===== src/hw/rtl/qvcc_pkg.sv =====
// ----------------------------------------------------------------------------
// qvcc_pkg
// Shared types, codes and constants for the quadrature volume and channel
// control unit.
// ----------------------------------------------------------------------------
package qvcc_pkg;

   localparam int unsigned ATTENUATION_BITS_DEF = 8;

   // Configuration reset values.
   localparam logic [6:0] ATT_STEP_RESET      = 7'd4;
   localparam logic [3:0] ATT_DETENT_RESET    = 4'd2;
   localparam logic [3:0] CHAN_DETENT_RESET   = 4'd6;
   localparam logic [3:0] HIGHEST_CHAN_RESET  = 4'd3;

   localparam int unsigned CSR_ADDR_BITS = 4;
   localparam int unsigned CSR_DATA_BITS = 32;

   typedef enum logic [1:0] {
      REG_ATT_STEP     = 2'd0,
      REG_ATT_DETENT   = 2'd1,
      REG_CHAN_DETENT  = 2'd2,
      REG_HIGHEST_CHAN = 2'd3
   } reg_index_type;

   typedef enum logic {
      OP_SAMPLE = 1'b0,
      OP_BUTTON = 1'b1
   } op_type;

   typedef enum logic {
      MODE_ATT  = 1'b0,
      MODE_CHAN = 1'b1
   } mode_type;

   typedef enum logic [1:0] {
      SENSE_UNDECIDED = 2'd0,
      SENSE_CCW       = 2'd1,
      SENSE_CW        = 2'd2
   } sense_type;

   // Decode of {previous A, previous B, current A, current B}.
   localparam logic signed [1:0] STEP_TABLE [16] = '{
      2'sd0, -2'sd1, 2'sd1, 2'sd0, 2'sd1, 2'sd0, 2'sd0, -2'sd1,
      -2'sd1, 2'sd0, 2'sd0, 2'sd1, 2'sd0, 2'sd1, -2'sd1, 2'sd0
   };

   typedef struct packed {
      logic [6:0] att_step;
      logic [3:0] att_detent;
      logic [3:0] chan_detent;
      logic [3:0] highest_chan;
   } cfg_type;

   typedef struct packed {
      op_type operation;
      logic   phase_a;
      logic   phase_b;
   } item_type;

   // Last field listed sits in the lowest bits.
   typedef struct packed {
      sense_type  rotation_sense;
      mode_type   adjust_mode;
      logic [3:0] selected_channel;
      logic [7:0] attenuation;
   } result_type;

endpackage


===== src/hw/rtl/quadrature_volume_channel_control_unit.sv =====
// ----------------------------------------------------------------------------
// quadrature_volume_channel_control_unit
// Rotary encoder front end that adjusts an attenuation level or an input
// channel, with a push button to switch between the two.
// ----------------------------------------------------------------------------
// Each word on the req_ channel is either an encoder sample (req_tuser low,
// phase levels in req_tdata) or a button press (req_tuser high). Every word
// produces exactly one word on the rsp_ channel holding the attenuation,
// channel, adjust mode and rotation sense as they stand after that word.
//
// The whole update is one pass of combinational logic from the encoder
// state registers, so a word is accepted whenever req_tready is high and
// its result is registered in the output buffer that drives rsp_tvalid.
// The state update loop gives one word per cycle unless rsp_ stalls.
//
// The result side is a two-entry buffer. When the receiver stalls, one more
// input word is still taken into the skid entry; req_tready then drops
// until the receiver drains a word. No word is lost or repeated.
//
// Reset sets the attenuation to its maximum, selects channel zero and
// attenuation mode, clears both phase histories and counts, leaves the
// rotation sense undecided and loads the register defaults. The csr_ port
// should only be written while the block is idle.
module quadrature_volume_channel_control_unit #(
   parameter int unsigned ATTENUATION_BITS = qvcc_pkg::ATTENUATION_BITS_DEF
) (
   input  logic        clock,
   input  logic        reset,

   input  logic        req_tvalid,
   output logic        req_tready,
   input  logic [7:0]  req_tdata,   // [0] phase_a, [1] phase_b, [7:2] zero
   input  logic        req_tuser,   // [0] operation

   output logic        rsp_tvalid,
   input  logic        rsp_tready,
   // [7:0] attenuation, [11:8] selected_channel, [12] adjust_mode,
   // [14:13] rotation_sense, [15] zero
   output logic [15:0] rsp_tdata,

   input  logic                                   csr_psel,
   input  logic                                   csr_penable,
   input  logic                                   csr_pwrite,
   input  logic [qvcc_pkg::CSR_ADDR_BITS-1:0]     csr_paddr,
   input  logic [qvcc_pkg::CSR_DATA_BITS-1:0]     csr_pwdata,
   output logic [qvcc_pkg::CSR_DATA_BITS-1:0]     csr_prdata,
   output logic                                   csr_pready
);

   qvcc_pkg::cfg_type       cfg_ff, cfg_in;
   qvcc_pkg::reg_index_type csr_index;
   logic                    csr_write;
   qvcc_pkg::item_type      item;
   qvcc_pkg::result_type    push_word, out_word;
   logic                    req_accept;

   // ------------------------------------------------------------------------
   // Register port. Writes land on the access cycle; reads are a plain mux.
   // ------------------------------------------------------------------------
   assign csr_pready = 1'b1;
   assign csr_index  = qvcc_pkg::reg_index_type'(csr_paddr[3:2]);
   assign csr_write  = csr_psel && csr_penable && csr_pwrite && csr_pready;

   always_comb begin
      cfg_in = cfg_ff;
      if (csr_write) begin
         case (csr_index)
            qvcc_pkg::REG_ATT_STEP:     cfg_in.att_step     = csr_pwdata[6:0];
            qvcc_pkg::REG_ATT_DETENT:   cfg_in.att_detent   = csr_pwdata[3:0];
            qvcc_pkg::REG_CHAN_DETENT:  cfg_in.chan_detent  = csr_pwdata[3:0];
            qvcc_pkg::REG_HIGHEST_CHAN: cfg_in.highest_chan = csr_pwdata[3:0];
            default: begin
            end
         endcase
      end
   end

   always_comb begin
      case (csr_index)
         qvcc_pkg::REG_ATT_STEP:     csr_prdata = 32'(cfg_ff.att_step);
         qvcc_pkg::REG_ATT_DETENT:   csr_prdata = 32'(cfg_ff.att_detent);
         qvcc_pkg::REG_CHAN_DETENT:  csr_prdata = 32'(cfg_ff.chan_detent);
         qvcc_pkg::REG_HIGHEST_CHAN: csr_prdata = 32'(cfg_ff.highest_chan);
         default:                    csr_prdata = '0;
      endcase
   end

   always_ff @(posedge clock) begin
      if (reset) begin
         cfg_ff.att_step     <= qvcc_pkg::ATT_STEP_RESET;
         cfg_ff.att_detent   <= qvcc_pkg::ATT_DETENT_RESET;
         cfg_ff.chan_detent  <= qvcc_pkg::CHAN_DETENT_RESET;
         cfg_ff.highest_chan <= qvcc_pkg::HIGHEST_CHAN_RESET;
      end else begin
         cfg_ff <= cfg_in;
      end
   end

   // ------------------------------------------------------------------------
   // Input side. The ready only depends on the skid entry being free.
   // ------------------------------------------------------------------------
   assign req_accept     = req_tvalid && req_tready;
   assign item.operation = qvcc_pkg::op_type'(req_tuser);
   assign item.phase_a   = req_tdata[0];
   assign item.phase_b   = req_tdata[1];

   qvcc_core #(
      .ATTENUATION_BITS (ATTENUATION_BITS)
   ) u_core (
      .clock  (clock),
      .reset  (reset),
      .accept (req_accept),
      .item   (item),
      .cfg    (cfg_ff),
      .result (push_word)
   );

   qvcc_out_buf u_out_buf (
      .clock     (clock),
      .reset     (reset),
      .push      (req_accept),
      .push_word (push_word),
      .out_ready (rsp_tready),
      .out_valid (rsp_tvalid),
      .out_word  (out_word),
      .room      (req_tready)
   );

   assign rsp_tdata = {1'b0, out_word};

   // ------------------------------------------------------------------------
   // Checks.
   // ------------------------------------------------------------------------

   // A full buffer always has a word on offer at the output.
   a_full_has_output: assert property (@(posedge clock) disable iff (reset)
      !req_tready |-> rsp_tvalid)
      else $error("input blocked with no result word pending");

   // A word taken while the output is stalled must fill the skid entry.
   a_stall_fills_skid: assert property (@(posedge clock) disable iff (reset)
      (req_accept && rsp_tvalid && !rsp_tready) |=> !req_tready)
      else $error("second word accepted under stall did not close the input");

   // A channel-mode sample never leaves the channel above the highest one.
   a_channel_bound: assert property (@(posedge clock) disable iff (reset)
      (req_accept && !csr_write && item.operation == qvcc_pkg::OP_SAMPLE &&
       push_word.adjust_mode == qvcc_pkg::MODE_CHAN)
      |-> (push_word.selected_channel <= cfg_ff.highest_chan))
      else $error("channel outside the configured range");

   // A button press always reports an undecided sense.
   a_button_clears_sense: assert property (@(posedge clock) disable iff (reset)
      (req_accept && item.operation == qvcc_pkg::OP_BUTTON)
      |-> (push_word.rotation_sense == qvcc_pkg::SENSE_UNDECIDED))
      else $error("button press did not clear the rotation sense");

endmodule


===== src/hw/rtl/qvcc_core.sv =====
// ----------------------------------------------------------------------------
// qvcc_core
// Encoder state and combinational update: table decode, direction tracking,
// detent counting and the attenuation and channel steps.
// ----------------------------------------------------------------------------
module qvcc_core #(
   parameter int unsigned ATTENUATION_BITS = qvcc_pkg::ATTENUATION_BITS_DEF
) (
   input  logic                 clock,
   input  logic                 reset,
   input  logic                 accept,
   input  qvcc_pkg::item_type   item,
   input  qvcc_pkg::cfg_type    cfg,
   output qvcc_pkg::result_type result
);

   localparam int unsigned AW = ATTENUATION_BITS;
   localparam int unsigned VW = ((AW > 7) ? AW : 7) + 2;
   localparam int unsigned LW = (AW > 8) ? AW : 8;
   localparam logic [AW-1:0] ATT_MAX = '1;

   logic [1:0]          hist_ff  [2];
   logic [1:0]          hist_in  [2];
   logic signed [4:0]   count_ff [2];
   logic signed [4:0]   count_in [2];
   qvcc_pkg::sense_type sense_ff, sense_in, sense_nx;
   qvcc_pkg::mode_type  mode_ff, mode_in;
   logic [AW-1:0]       level_ff, level_in, level_nx;
   logic [3:0]          chan_ff, chan_in, chan_nx;

   logic                m;
   logic [3:0]          idx;
   logic signed [1:0]   delta;
   logic                reverse;
   logic signed [5:0]   sum;
   logic [3:0]          thr;
   logic signed [5:0]   thr_pos, thr_neg;
   logic                hit_up, hit_dn;
   logic signed [VW-1:0] lvl_s, stp_s, max_s, att_v;
   logic signed [5:0]   chan_v, high_s;
   logic [LW-1:0]       level_wide;

   assign m     = mode_ff;
   assign idx   = {hist_ff[m], item.phase_a, item.phase_b};
   assign delta = qvcc_pkg::STEP_TABLE[idx];

   always_comb begin
      sense_nx = sense_ff;
      reverse  = 1'b0;
      case (sense_ff)
         qvcc_pkg::SENSE_UNDECIDED: begin
            if (delta < 0) begin
               sense_nx = qvcc_pkg::SENSE_CCW;
            end else if (delta > 0) begin
               sense_nx = qvcc_pkg::SENSE_CW;
            end
         end
         qvcc_pkg::SENSE_CCW: begin
            if (delta > 0) begin
               sense_nx = qvcc_pkg::SENSE_CW;
               reverse  = 1'b1;
            end
         end
         qvcc_pkg::SENSE_CW: begin
            if (delta < 0) begin
               sense_nx = qvcc_pkg::SENSE_CCW;
               reverse  = 1'b1;
            end
         end
         default: begin
         end
      endcase
   end

   // A reversal drops whatever was counted in the old direction.
   assign sum = (reverse ? 6'sd0 : {count_ff[m][4], count_ff[m]})
                + {{4{delta[1]}}, delta};
   assign thr     = (m == 1'b0) ? cfg.att_detent : cfg.chan_detent;
   assign thr_pos = $signed({2'b00, thr});
   assign thr_neg = -thr_pos;
   assign hit_up  = (sum >= thr_pos);
   assign hit_dn  = !hit_up && (sum <= thr_neg);

   // Attenuation moves against the rotation and saturates.
   assign lvl_s = $signed(VW'(level_ff));
   assign stp_s = $signed(VW'(cfg.att_step));
   assign max_s = $signed(VW'(ATT_MAX));
   assign att_v = hit_up ? (lvl_s - stp_s) : (hit_dn ? (lvl_s + stp_s) : lvl_s);

   always_comb begin
      if (att_v[VW-1]) begin
         level_nx = '0;
      end else if (att_v > max_s) begin
         level_nx = ATT_MAX;
      end else begin
         level_nx = att_v[AW-1:0];
      end
   end

   // The channel follows the rotation and wraps at both ends.
   assign high_s = $signed({2'b00, cfg.highest_chan});
   assign chan_v = $signed({2'b00, chan_ff})
                   + (hit_up ? 6'sd1 : (hit_dn ? -6'sd1 : 6'sd0));

   always_comb begin
      if (chan_v > high_s) begin
         chan_nx = 4'd0;
      end else if (chan_v[5]) begin
         chan_nx = cfg.highest_chan;
      end else begin
         chan_nx = chan_v[3:0];
      end
   end

   always_comb begin
      hist_in  = hist_ff;
      count_in = count_ff;
      sense_in = sense_ff;
      mode_in  = mode_ff;
      level_in = level_ff;
      chan_in  = chan_ff;
      if (accept) begin
         if (item.operation == qvcc_pkg::OP_BUTTON) begin
            mode_in       = (mode_ff == qvcc_pkg::MODE_ATT) ? qvcc_pkg::MODE_CHAN
                                                            : qvcc_pkg::MODE_ATT;
            sense_in      = qvcc_pkg::SENSE_UNDECIDED;
            hist_in[~m]   = 2'b00;
            count_in[~m]  = 5'sd0;
         end else begin
            hist_in[m]  = {item.phase_a, item.phase_b};
            sense_in    = sense_nx;
            count_in[m] = (hit_up || hit_dn) ? 5'sd0 : sum[4:0];
            if (m == 1'b0) begin
               level_in = level_nx;
            end else begin
               chan_in = chan_nx;
            end
         end
      end
   end

   always_ff @(posedge clock) begin
      if (reset) begin
         hist_ff  <= '{default: 2'b00};
         count_ff <= '{default: 5'sd0};
         sense_ff <= qvcc_pkg::SENSE_UNDECIDED;
         mode_ff  <= qvcc_pkg::MODE_ATT;
         level_ff <= ATT_MAX;
         chan_ff  <= 4'd0;
      end else begin
         hist_ff  <= hist_in;
         count_ff <= count_in;
         sense_ff <= sense_in;
         mode_ff  <= mode_in;
         level_ff <= level_in;
         chan_ff  <= chan_in;
      end
   end

   assign level_wide              = LW'(level_in);
   assign result.attenuation      = level_wide[7:0];
   assign result.selected_channel = chan_in;
   assign result.adjust_mode      = mode_in;
   assign result.rotation_sense   = sense_in;

endmodule


===== src/hw/rtl/qvcc_out_buf.sv =====
// ----------------------------------------------------------------------------
// qvcc_out_buf
// Two-entry result buffer: an output register backed by a skid register so
// the input side keeps a registered ready.
// ----------------------------------------------------------------------------
module qvcc_out_buf (
   input  logic                 clock,
   input  logic                 reset,
   input  logic                 push,
   input  qvcc_pkg::result_type push_word,
   input  logic                 out_ready,
   output logic                 out_valid,
   output qvcc_pkg::result_type out_word,
   output logic                 room
);

   logic                 out_valid_ff, out_valid_in;
   logic                 skid_valid_ff, skid_valid_in;
   qvcc_pkg::result_type out_word_ff, out_word_in;
   qvcc_pkg::result_type skid_word_ff, skid_word_in;
   logic                 pop;

   assign pop = out_valid_ff && out_ready;

   always_comb begin
      out_valid_in  = out_valid_ff;
      skid_valid_in = skid_valid_ff;
      out_word_in   = out_word_ff;
      skid_word_in  = skid_word_ff;
      if (skid_valid_ff) begin
         if (pop) begin
            out_word_in   = skid_word_ff;
            skid_valid_in = 1'b0;
         end
      end else if (push) begin
         if (!out_valid_ff || pop) begin
            out_word_in  = push_word;
            out_valid_in = 1'b1;
         end else begin
            skid_word_in  = push_word;
            skid_valid_in = 1'b1;
         end
      end else if (pop) begin
         out_valid_in = 1'b0;
      end
   end

   always_ff @(posedge clock) begin
      if (reset) begin
         out_valid_ff  <= 1'b0;
         skid_valid_ff <= 1'b0;
      end else begin
         out_valid_ff  <= out_valid_in;
         skid_valid_ff <= skid_valid_in;
      end
      out_word_ff  <= out_word_in;
      skid_word_ff <= skid_word_in;
   end

   assign out_valid = out_valid_ff;
   assign out_word  = out_word_ff;
   assign room      = !skid_valid_ff;

endmodule

===== config.mk =====
export PLATFORM = sky130hd
export DESIGN_NAME = quadrature_volume_channel_control_unit
export DESIGN_NICKNAME = d
export VERILOG_FILES = /design/src/hw/rtl/qvcc_pkg.sv /design/src/hw/rtl/quadrature_volume_channel_control_unit.sv /design/src/hw/rtl/qvcc_core.sv /design/src/hw/rtl/qvcc_out_buf.sv
export SDC_FILE = /design/constraint.sdc
export NUM_CORES = 1
export LEC_CHECK = 0
export BUFFER_PORTS_ARGS = -buffer_cell sky130_fd_sc_hd__buf_2
export CAP_MARGIN = 20
export CORE_MARGIN = 4
export CORE_UTILIZATION = 35
export CTS_CLUSTER_SIZE = 12
export DETAILED_ROUTE_END_ITERATION = 6
export GPL_ROUTABILITY_DRIVEN = 0
export PLACE_DENSITY = 0.65
export SLEW_MARGIN = 20
export SYNTH_ARGS = -nofsm -noshare
export SYNTH_HDL_FRONTEND = slang
export SYNTH_SLANG_ARGS = --single-unit
export TNS_END_PERCENT = 5

===== constraint.sdc =====
create_clock -name clock -period 8.1 [get_ports clock]
set_input_delay 1.62 -clock clock [delete_from_list [all_inputs] [get_ports clock]]
set_output_delay 1.62 -clock clock [all_outputs]
set_load 0.05 [all_outputs]

* After elaboration in Yosys (flattened, before gate mapping) *
Memory sizes are Yosys's and may differ from the RTL's.
Index checks and enable logic that the tools add are counted.

cells by class
  $lt $le $gt $ge = 11
  bitwise operators = 10
  eq/ne operators = 7
  mux-type cells = 61
  reductions and logical operators = 24
  add/sub/neg operators = 5

operator list
  kind                   number
  $pmux W32 S4           1
  $mux W15               4
  $mux W8                5
  $mux W10               3
  $mux W5                6
  $mux W4                7
  $mux W2                12
  $mux W6                3
  $mux W1                12
  $and A10 B10 Y10       1
  $bwmux W10             1
  $demux W5 S1           2
  $gt A10 B9 Y1 const B  1
  $not A10 Y10           1
  $add A8 B7 Y9          1
  $reduce_and A3 Y1      3
  $sub A8 B7 Y9          1
  $reduce_and A2 Y1      4
  $logic_and A1 B1 Y1    7
  $add A5 B6 Y6          1
  $add A6 B6 Y6          1
  $eq A2 B2 Y1 const B   3
  $ge A6 B5 Y1           1
  $gt A6 B5 Y1           1
  other kinds (22)       36

word-level totals
  word-level logic and storage cells = 141
  input port bits = 52
  memories = 1
  bits in read-only memories = 32
  bits in registers = 80
  output and inout bits = 51

memory list
  name              depth  width  rd ports  clocked after memory_dff  wr ports  RTL line         text
  (name not given)  16     2      1         0                         0         qvcc_core.sv:45  assign delta = qvcc_pkg::STEP_TABLE[idx];

* Longest topological paths before layout *
  word-level depth = 27
  depth in mapped cells = 33
  mapped depth without buffers = 32

* Hierarchy *
From an unflattened synthesis, not the netlist that was laid out.

unflattened totals
  cells, all modules = 597
  area, all modules = 5709.2 um^2

by module, submodules not included
  module                                  seq. area each (um^2)  instances  cells an instance  area an instance (um^2)
  qvcc_core                               580.6                  1          419                3289.4
  quadrature_volume_channel_control_unit  380.4                  1          118                1218.7
  qvcc_out_buf                            940.9                  1          60                 1201.2

* Worst setup path before layout *
Ideal clock, no wire load.

  path type = input to register
  start point = input req_tdata[0]
  end point = register u_out_buf.out_word_ff, in the netlist u_out_buf.out_word[10] (data pin)
  slack = 543 ps
  buffers on the path = 1
  data arrival time = 7293 ps
  cell stages on the path = 33
  required time = 7837 ps
  library setup time = 263 ps
  cells stage by stage = inv_1 ha_1 mux2i_1 mux2i_1 nor2b_1 a22oi_1 nor2b_1 or2_2 inv_1 ha_1 a211oi_1 o211ai_1 o21ai_0 ha_1 and3_1 nand3_1 a21boi_0 o211ai_2 a21oi_1 clkbuf_1 inv_1 ha_1 o21ai_0 nand2b_1 mux2i_1 xnor2_1 inv_1 ha_1 a21oi_1 a41o_1 o311a_2 a221oi_2 nor2_1

RTL lines
  item                  RTL line                                      text
  start, declared       quadrature_volume_channel_control_unit.sv:32  input logic [7:0] req_tdata,
  end signal, assigned  qvcc_out_buf.sv:56                            out_word_ff <= out_word_in;
  end, declared         qvcc_out_buf.sv:19                            qvcc_pkg::result_type out_word_ff, out_word_in;

==> flow_summary_export.csv <==
group,metric,value,unit
floorplanning,die-area,17300,um^2
logic_synthesis,synth_top_area_share,0.187,
drt,routed.top_layer,"met4",
power_and_ir_drop,power.density_cell_area,210,nW/um^2
setup_path,cpPeakStageDelay,400,ps
drt,met1Wirelength,5210,um
status,outcome,"finished, final reports clean",
drt,drcViolationCount,0,
hold_path,hold_path_depth,2,
setup_path,arrival,7510,ps
logic_synthesis,synth-edff-count,30,
finish,stdcell_count,818,
timing,setup_tns,0,ps
logic_synthesis,yosysTopAreaCell,"dfxtp_1",
power_and_ir_drop,internal_power,0.000828,W
setup_path,worst-path-stages,32,
floorplanning,pin_count,103,
global_routing,grt-ovfl-total,0,
power_and_ir_drop,combPwrFrac,0.297,
setup_path,path_class,"input port to register",
placement,hpwl,9490,um
clock_network,cts_made_buffers,9,
setup_path,crit_slowest_cell,"a221oi_2",
floorplanning,die_x,132,um
timing,rsz0062_at_grt,"false",
logic_synthesis,syn_area_per_cell,9.12,um^2
logic_synthesis,synthTopCellsByArea,"dfxtp_1 19%, edfxtp_1 17%, ha_1 11%",
setup_path,reg2reg_depth,30,
placement,port_buffers,42,
setup_path,timing.critical_path.buf_inv,5,
clock_network,clk_pin_slew,60,ps
timing,fmax,135,MHz
clock_network,clock_sink_count,80,
timing,hold_ws,459,ps
placement,dp_cells,802,
finish,drive_above_1_share,0.150,
power_and_ir_drop,p_clk_frac,0.341,
drt,drtIter0Drc,350,
clock_network,postCtsSetupRepairBufs,0,
finish,fin_nets,729,
power_and_ir_drop,pwr-share-seq,0.361,
clock_network,htreeDepth,3,
placement,dpl_cell_area,5680,um^2
timing,drv_slew,0,
logic_synthesis,yosysWarnings,0,
job,timing.max_cap.violations,0,
drt,num_vias,4346,
timing,fin_crit_sh,0.917,
clock_network,clk_latency,340,ps
setup_path,cp-end-kind,"register",
global_routing,grt_pass1_wl,20600,um
floorplanning,dieHeight,132,um
logic_synthesis,yosysUniqueCellTypes,69,
logic_synthesis,synth_flop_cell,"dfxtp_1",
timing,tightest_slew,866,ps
setup_path,cp.required,8180,ps
setup_path,r2r_slack,1500,ps
global_routing,grt_pass1_vias,4246,
timing,setup_viol,0,
clock_network,cts_buffer_depth,2,
drt,vias_per_cell,5.31,
finish,fillerInstances,1460,
power_and_ir_drop,switchingPower,0.000432,W
logic_synthesis,yosysSeqAreaShare,0.355,
clock_network,hold_buffers,0,
clock_network,cts_resized,0,
logic_synthesis,synthCells,587,
power_and_ir_drop,power_leakage,2.55,nW
finish,antennaDiodeCount,0,
finish,syn_to_final_growth,12.2,%
global_routing,grt_start_max_net_pins,36,
global_routing,grt_use_total,0.144,
drt,avgRoutedWirePerCell,15.3,um
floorplanning,start_util,0.363,
finish,final_area,6010,um^2
logic_synthesis,ys_async_sr_fraction,0,
drt,wl_met2,6440,um
floorplanning,rows,44,
clock_network,clock-root-buffer,"clkbuf_16",
clock_network,cts_tree,"yes",
timing,max_slew_margin,0.418,
drt,wl,12500,um
logic_synthesis,synth_seq_cells,80,
logic_synthesis,syn-cell-area,5350,um^2
logic_synthesis,synth.most_common_cell,"nor2_1",
setup_path,cp_common_cell,"ha_1",
logic_synthesis,yosys-top-cells-count,"67 x nor2_1, 50 x dfxtp_1, 45 x ha_1, 43 x inv_1, 40 x nand2_1",
power_and_ir_drop,swShare,0.343,
setup_path,startpoint_type,"input port",
drt,dr.pass1.iters,4,
timing,skew,7.78,ps
setup_path,critical_path.top_delay_family,"compound AO/OA/AOI/OAI gates",
hold_path,hp-class,"register to register",
timing,hold_viol_final,0,
floorplanning,fp.coreArea,14800,um^2
setup_path,cp_max_fo,5,
drt,wl_met3,604,um
power_and_ir_drop,ir_worst_vdd,0.100,mV
drt,drtAntennaViolNets,0,
timing,period_minus_slack,7420,ps
global_routing,antenna_found_initial,0,
flip-flops by register name, summed over array words and instances, names as in the netlist:
| name | count |
|---|---|
| u_core.hist_ff | 4 |
| u_out_buf.out_valid | 1 |
| u_core.level_ff | 8 |
| u_core.m | 1 |
| u_out_buf.skid_valid_ff | 1 |
| u_out_buf.skid_word_ff | 15 |
| u_core.sense_ff | 2 |
| u_out_buf.out_word | 15 |
| cfg_ff | 19 |
| u_core.count_ff | 10 |
| u_core.chan_ff | 4 |
layout by cell type, fill, tap and decap left out, types with 11 or more instances in the layout:
| master | n |
|---|---|
| a21oi_1 | 37 |
| buf_2 | 42 |
| conb_1 | 27 |
| dfxtp_1 | 50 |
| edfxtp_1 | 30 |
| ha_1 | 45 |
| inv_1 | 43 |
| mux2i_1 | 28 |
| nand2_1 | 40 |
| nand2b_1 | 12 |
| nand3_1 | 19 |
| nor2_1 | 67 |
| nor3_1 | 14 |
| o21ai_0 | 16 |
| xnor2_1 | 11 |
worst min-delay path, stage by stage, from the launching register on:
cell and delay (ps):
dfxtp_1 310, nand2_1 50, a21oi_1 50
final timing paths:
path                           start                     to
setup / recovery        req_tdata[0]  u_out_buf.out_word[9]
hold / removal    u_core.count_ff[1]     u_core.count_ff[1]
setup reg to reg            u_core.m  u_out_buf.out_word[9]
hold reg to reg   u_core.count_ff[1]     u_core.count_ff[1]
final cells by class:
cell class | instances | area [um^2] | share of cell area
Multi-Input combinational cell | 442 | 3110 | 0.517
Sequential cell | 80 | 1900 | 0.317
Timing Repair Buffer | 52 | 285 | 0.0475
Clock buffer | 11 | 254 | 0.0423
Tap cell | 184 | 230 | 0.0383
Inverter | 44 | 165 | 0.0275
Clock inverter | 5 | 62.6 | 0.0104
through the flow:
step,util,setup WS [ps],power (W)
final,0.407,676,0.00126
after global routing,0.407,59.4,0.00133
after CTS,0.407,542,0.00126
after detailed placement,0.385,267,0.000832
after global placement,0.385,323,0.000820
after floorplan,-,543,0.000758
routing by layer:
layer	GRT usage	up-vias
li1	-	2150
met1	0.170	2067
met2	0.255	110
met3	0.0344	19
met4	0.0502	0
met5	0	-
cell families (layout without fill, tap and decap cells):
| logic type | after synthesis | after routing | share of synthesized area |
|---|---|---|---|
| XOR/XNOR | 14 | 14 | 0.0229 |
| AO/OA/AOI/OAI | 134 | 134 | 0.176 |
| AND/OR/NAND/NOR | 181 | 181 | 0.161 |
| flip-flops | 80 | 80 | 0.355 |
| buffers and inverters | 90 | 112 | 0.0848 |
| other | 2 | 27 | 0.00140 |
| adder cells (fa/ha/maj) | 48 | 48 | 0.116 |
| multiplexers | 38 | 38 | 0.0825 |
power groups by stage:
stage | combinational (W) | sequential, W | clock, W
2_1_floorplan | 0.000268 | 0.000490 | 0
3_3_place_gp | 0.000357 | 0.000463 | 0
3_5_place_dp | 0.000368 | 0.000464 | 0
4_1_cts | 0.000370 | 0.000455 | 0.000438
5_1_grt | 0.000409 | 0.000458 | 0.000459
6_report | 0.000375 | 0.000455 | 0.000430
No activity file was read; power rests on OpenSTA's default activity.
